==> config.mk <==
export PLATFORM = sky130hd
export DESIGN_NAME = fcs_alu
export DESIGN_NICKNAME = d
export VERILOG_FILES = /design/src/rtl/core/fcs_pkg.sv /design/src/rtl/core/fcs_alu.sv
export SDC_FILE = /design/constraint.sdc
export NUM_CORES = 1
export LEC_CHECK = 0
export BUFFER_PORTS_ARGS = -buffer_cell sky130_fd_sc_hd__buf_2
export CAP_MARGIN = 10
export CORE_AREA = 2 2 100 102
export DETAILED_ROUTE_END_ITERATION = 8
export DIE_AREA = 0 0 102 104
export GPL_ROUTABILITY_DRIVEN = 0
export SLEW_MARGIN = 20
export SYNTH_ARGS = -nofsm -noshare
export SYNTH_HDL_FRONTEND = slang
export SYNTH_SLANG_ARGS = --single-unit
==> constraint.sdc <==
create_clock -name vclk -period 4.83
set_input_delay 0.483 -clock vclk [all_inputs]
set_output_delay 0.483 -clock vclk [all_outputs]
set_load 0.02 [all_outputs]
==> src/rtl/core/fcs_pkg.sv <==
package fcs_pkg;

   // Fixed field widths of the channels.
   localparam int KIND_BITS        = 3;
   localparam int WEIGHT_PORT_BITS = 16;
   localparam int SEL_BITS         = 3;
   localparam int COUNT_BITS       = 9;
   localparam int TOTAL_BITS       = 24;
   localparam int CSR_INDEX_BITS   = 3;
   localparam int CSR_DATA_BITS    = 24;

   // Capacity registers; stacks beyond these have a capacity of zero.
   localparam int NUM_CAPS      = 4;
   localparam int CAP_IDX_BITS  = 2;

   // Defaults of the top level parameters.
   localparam int DEF_FIFO_DEPTH  = 256;
   localparam int DEF_NUM_STACKS  = 4;
   localparam int DEF_STACK_DEPTH = 64;
   localparam int DEF_WEIGHT_BITS = 16;

   typedef enum logic [KIND_BITS-1:0] {
      KIND_ADD    = 3'd0,
      KIND_LOAD   = 3'd1,
      KIND_DELETE = 3'd2,
      KIND_INFO   = 3'd3,
      KIND_CLEAR  = 3'd4
   } kind_type;

   typedef enum logic [2:0] {
      ST_IDLE,
      ST_EXEC,
      ST_LOAD_CHK,
      ST_LOAD_MOV,
      ST_DEL_SUB,
      ST_DONE
   } state_type;

   typedef enum logic {
      ALU_ADD,
      ALU_SUB
   } alu_op_type;

   typedef struct packed {
      alu_op_type            op;
      logic [TOTAL_BITS-1:0] a;
      logic [TOTAL_BITS-1:0] b;
      logic [TOTAL_BITS-1:0] limit;
   } alu_req_type;

   typedef struct packed {
      logic [TOTAL_BITS-1:0] result;
      logic                  over;
   } alu_rsp_type;

endpackage

==> src/rtl/core/fcs_alu.sv <==
module fcs_alu (
   input  fcs_pkg::alu_req_type alu_req,
   output fcs_pkg::alu_rsp_type alu_rsp
);
   import fcs_pkg::*;

   logic [TOTAL_BITS:0]   sum_wide;
   logic [TOTAL_BITS-1:0] diff;

   // The compare uses the full sum so a carry out still counts as over.
   assign sum_wide = {1'b0, alu_req.a} + {1'b0, alu_req.b};
   assign diff     = alu_req.a - alu_req.b;

   always_comb begin
      alu_rsp.over   = sum_wide > {1'b0, alu_req.limit};
      alu_rsp.result = (alu_req.op == ALU_ADD) ? sum_wide[TOTAL_BITS-1:0] : diff;
   end

endmodule

# Word-level counts from Yosys, hierarchy flattened
# Index checks and enable logic that the tools add are counted.
totals:
  regBits: 0
  inputBits: 73
  out_inout_bits: 25
  elab_cells: 4
op_classes:
  add_sub_neg: 2
  order_cmp: 1
  mux: 1
op_table:
  columns: ["operator", "count"]
  rows:
  - ["$add 24x24->25", 1]
  - ["$gt 25x24->1", 1]
  - ["$mux 24", 1]
  - ["$sub 24x24->24", 1]

# Longest topological paths before layout
depth:
  ltp_word: 2
  ltp_mapped: 21
  mapped_depth_nobuf: 20

# Worst setup path after synthesis
# OpenSTA, ideal clock, no wires.
synth_timing:
  path_type: "input-to-output"
  startpoint: "input alu_req[24] in the netlist's numbering"
  endpoint: "output alu_rsp[0] in the netlist's numbering"
  arrival_ns: 4.049
  path_slack_ns: 0.298
  cell_stages: 19
  n_path_buf: 0
  path_cell_list: "ha_1 -> fa_1 -> nor2b_1 -> o311ai_2 -> a21oi_1 -> or3b_4 -> a31oi_4 -> nand2b_2 -> xnor2_1 -> ha_1 -> a21o_1 -> a21o_1 -> a21oi_1 -> nor2b_1 -> o21ai_0 -> nand2b_1 -> a221oi_1 -> a31oi_1 -> or3_1"
synth_rtl:
  columns: ["item", "line", "source"]
  rows:
  - ["start: declaration", "fcs_alu.sv:2", "input fcs_pkg::alu_req_type alu_req,"]
  - ["end: declaration", "fcs_alu.sv:3", "output fcs_pkg::alu_rsp_type alu_rsp"]

==> impl_results.md <==
- Outcome: finished clean
- XOR/XNOR Fraction of Synth Area: 0.119
- CORE AREA: 9550 um2
- Final period util: 0.983
- Via count: 3600
- Crit path cell chain: buf_2, buf_4, fa_2, nor2b_4, o311ai_4, a21oi_2, or3b_4, buf_4, a21oi_1, xnor2_1, ha_1, a21o_1, a21o_1, a21oi_1, o211ai_1, a221oi_2, a31oi_1, or3_1, buf_6
- Min Tclk post-route: 4.75 ns
- Slowest cell on crit path: or3b_4
- Worst setup slack after placement: -0.105 ns
- Power consumption: 677 uW
- Starting Density: 0.338
- Seq cells: 0
- FF/Latch Area: 0 um2
- Top-count cell post-synth: ha_1
- Largest net degree at the start of global routing: 39
- DRT Pass-1 Iters: 5
- Startpoint Class: primary input
- Multi-input logic area: 2970 um2
- I/O pins: 98
- Routed len/inst: 13.3 um
- Slew margin rel.: 0.509
- Post-synthesis sequential area ratio: 0
- DP HPWL: 7940 um
- Fillers: 1041
- Top cell type's share of synthesized area: 0.275
- Largest area contributor in the netlist: ha_1
- Seq pwr share: 0
- Die Height: 104 um
- Fin. max-slew vios: 0
- Post-Synth Adder-Cell Area: 0.288
- Ant diodes: 0
- Pwr dens: 163 nW/um2
- Slew @ Worst Pin: 0.737 ns
- Final Hold Viols: 0
- Clk pwr share: 0
- Synth top area cells: ha_1 (28%), xnor2_1 (10%), a21oi_1 (8.2%)
- Yosys warns: 0
- Post-Synthesis Cells: 468
- Total track usage: 0.172
- Mapped Area: 3230 um2
- Average cell area after synthesis: 6.90 um2
- WP data arrival: 4.27 ns
- Final ANT Viol Nets: 0
- Critical path's top delay family: compound AO/OA/AOI/OAI gates
- Grt ovf: 0
- Layout cell share with drive strength beyond 1: 0.275
- Post-Synth Simple-Gate Area: 0.179
- Crit path kind: in -> out
- Sw Share: 0.560
- CP max stage delay: 0.41 ns
- Syn_nets: 614
- Post-synthesis compound-gate area fraction: 0.293
- Die area: 10600 um2
- Crit path buffers/inverters: 4
- DR DRC count: 0
- Initial antenna violation count: 0
- Max frequency: 211 MHz
- Iter 0 DRT Violations: 162
- Leak: 0.00217 uW
- Max cap viols: 0
- Comb pwr share: 1.000
- Die outline width: 102 um
- Row count: 36
- First-pass GRT wire length: 15600 um
- Final net count: 727
- Area delta synth->final: 28.6%
- Setup TNS: 0 ns
- Peak supply drop: 0.0646 mV
- CP Capture Type: output port
- Internal power: 298 uW
- Worst Path Required: 4.35 ns
- Synth unique cells: 60
- Via density: 5.06
- Main combinational cell family by area after synthesis: compound AO/OA/AOI/OAI gates
- Final WL: 9470 um
- Fin worst setup slack: 0.0820 ns
- Clock buf count: 0
- Post-synthesis mux area share: 0.00930
- Number of I/O port buffers: 98
- Vias in the first global route: 3412
- Min-Delay Path Class: in -> out
- Worst Path Max Fanout: 3
- Final setup fails: 0
- Most frequent cells after synthesis: ha_1 (71), inv_1 (70), a21oi_1 (53)
- RSZ-0062 raised after global routing: yes
- Net Sw Power: 379 uW
## metrics by stage
stage	cell area (um2)	hold WS, ns	util	cells
floorplan	3230	1.19	-	468
global placement	4010	1.39	0.419	707
detailed placement	4010	1.40	0.419	707
CTS	4100	1.40	0.429	709
global route	4150	1.44	0.435	712
finish	4150	1.40	0.435	712
## cell type report
cell class | count | area share
tap | 133 | 0.0401
multi-input combinational | 376 | 0.715
timing repair buffer | 131 | 0.179
inverter | 72 | 0.0651
## layer usage
layer  track usage  up-vias  part of all wire
li1              -     1842                 -
met2         0.292      123              0.47
met1         0.245     1629              0.47
met5             0        -                 0
met3        0.0108        6             0.058
met4        0.0200        0            0.0096
## worst paths after layout
check,from,endpoint,depth (start not counted)
setup / recovery,alu_req[25],alu_rsp[0],19
hold / removal,alu_req[71],alu_rsp[0],4
## layout by cell type, fill, tap and decap left out, types with 3 or more instances in the layout
cell,synthesis,layout
a211oi_1,3,3
a21o_1,12,12
a21oi_1,53,50
a21oi_2,1,4
a31oi_1,3,3
buf_2,0,97
buf_4,2,33
ha_1,71,68
inv_1,70,69
inv_2,2,3
mux2i_1,3,3
nand2_1,14,14
nand2b_1,10,9
nand3_1,7,7
nand4_1,7,7
nor2_1,41,41
nor2b_1,9,8
nor3_1,11,11
o2111ai_1,4,4
o211ai_1,4,4
o21ai_0,21,20
o21ai_1,5,6
o21bai_1,6,6
o31a_1,3,3
or4_1,3,3
xnor2_1,37,36
xor2_1,7,7
## power by group through the flow
stage | Combinational, uW | Sequential (uW) | Clock (uW)
6_report | 677 | 0 | 0
4_1_cts | 663 | 0 | 0
2_1_floorplan | 444 | 0 | 0
3_3_place_gp | 636 | 0 | 0
5_1_grt | 748 | 0 | 0
3_5_place_dp | 639 | 0 | 0
## kinds of logic (layout without fill, tap and decap cells)
group           count (synthesis)  count (layout)
xor+xnor                       44              44
buf+inv                        92             203
fa+ha+maj                      73              73
compound gates                141             141
simple gates                  115             115
mux                             3               3
## what timing repair did
item	in CTS	in global routing
hold buffers	0	0
gates resized for setup	16	5
setup buffers	2	3
pin swaps	16	9
setup endpoints to repair	1	1
Note: power is estimated with default switching activity, not from simulation.
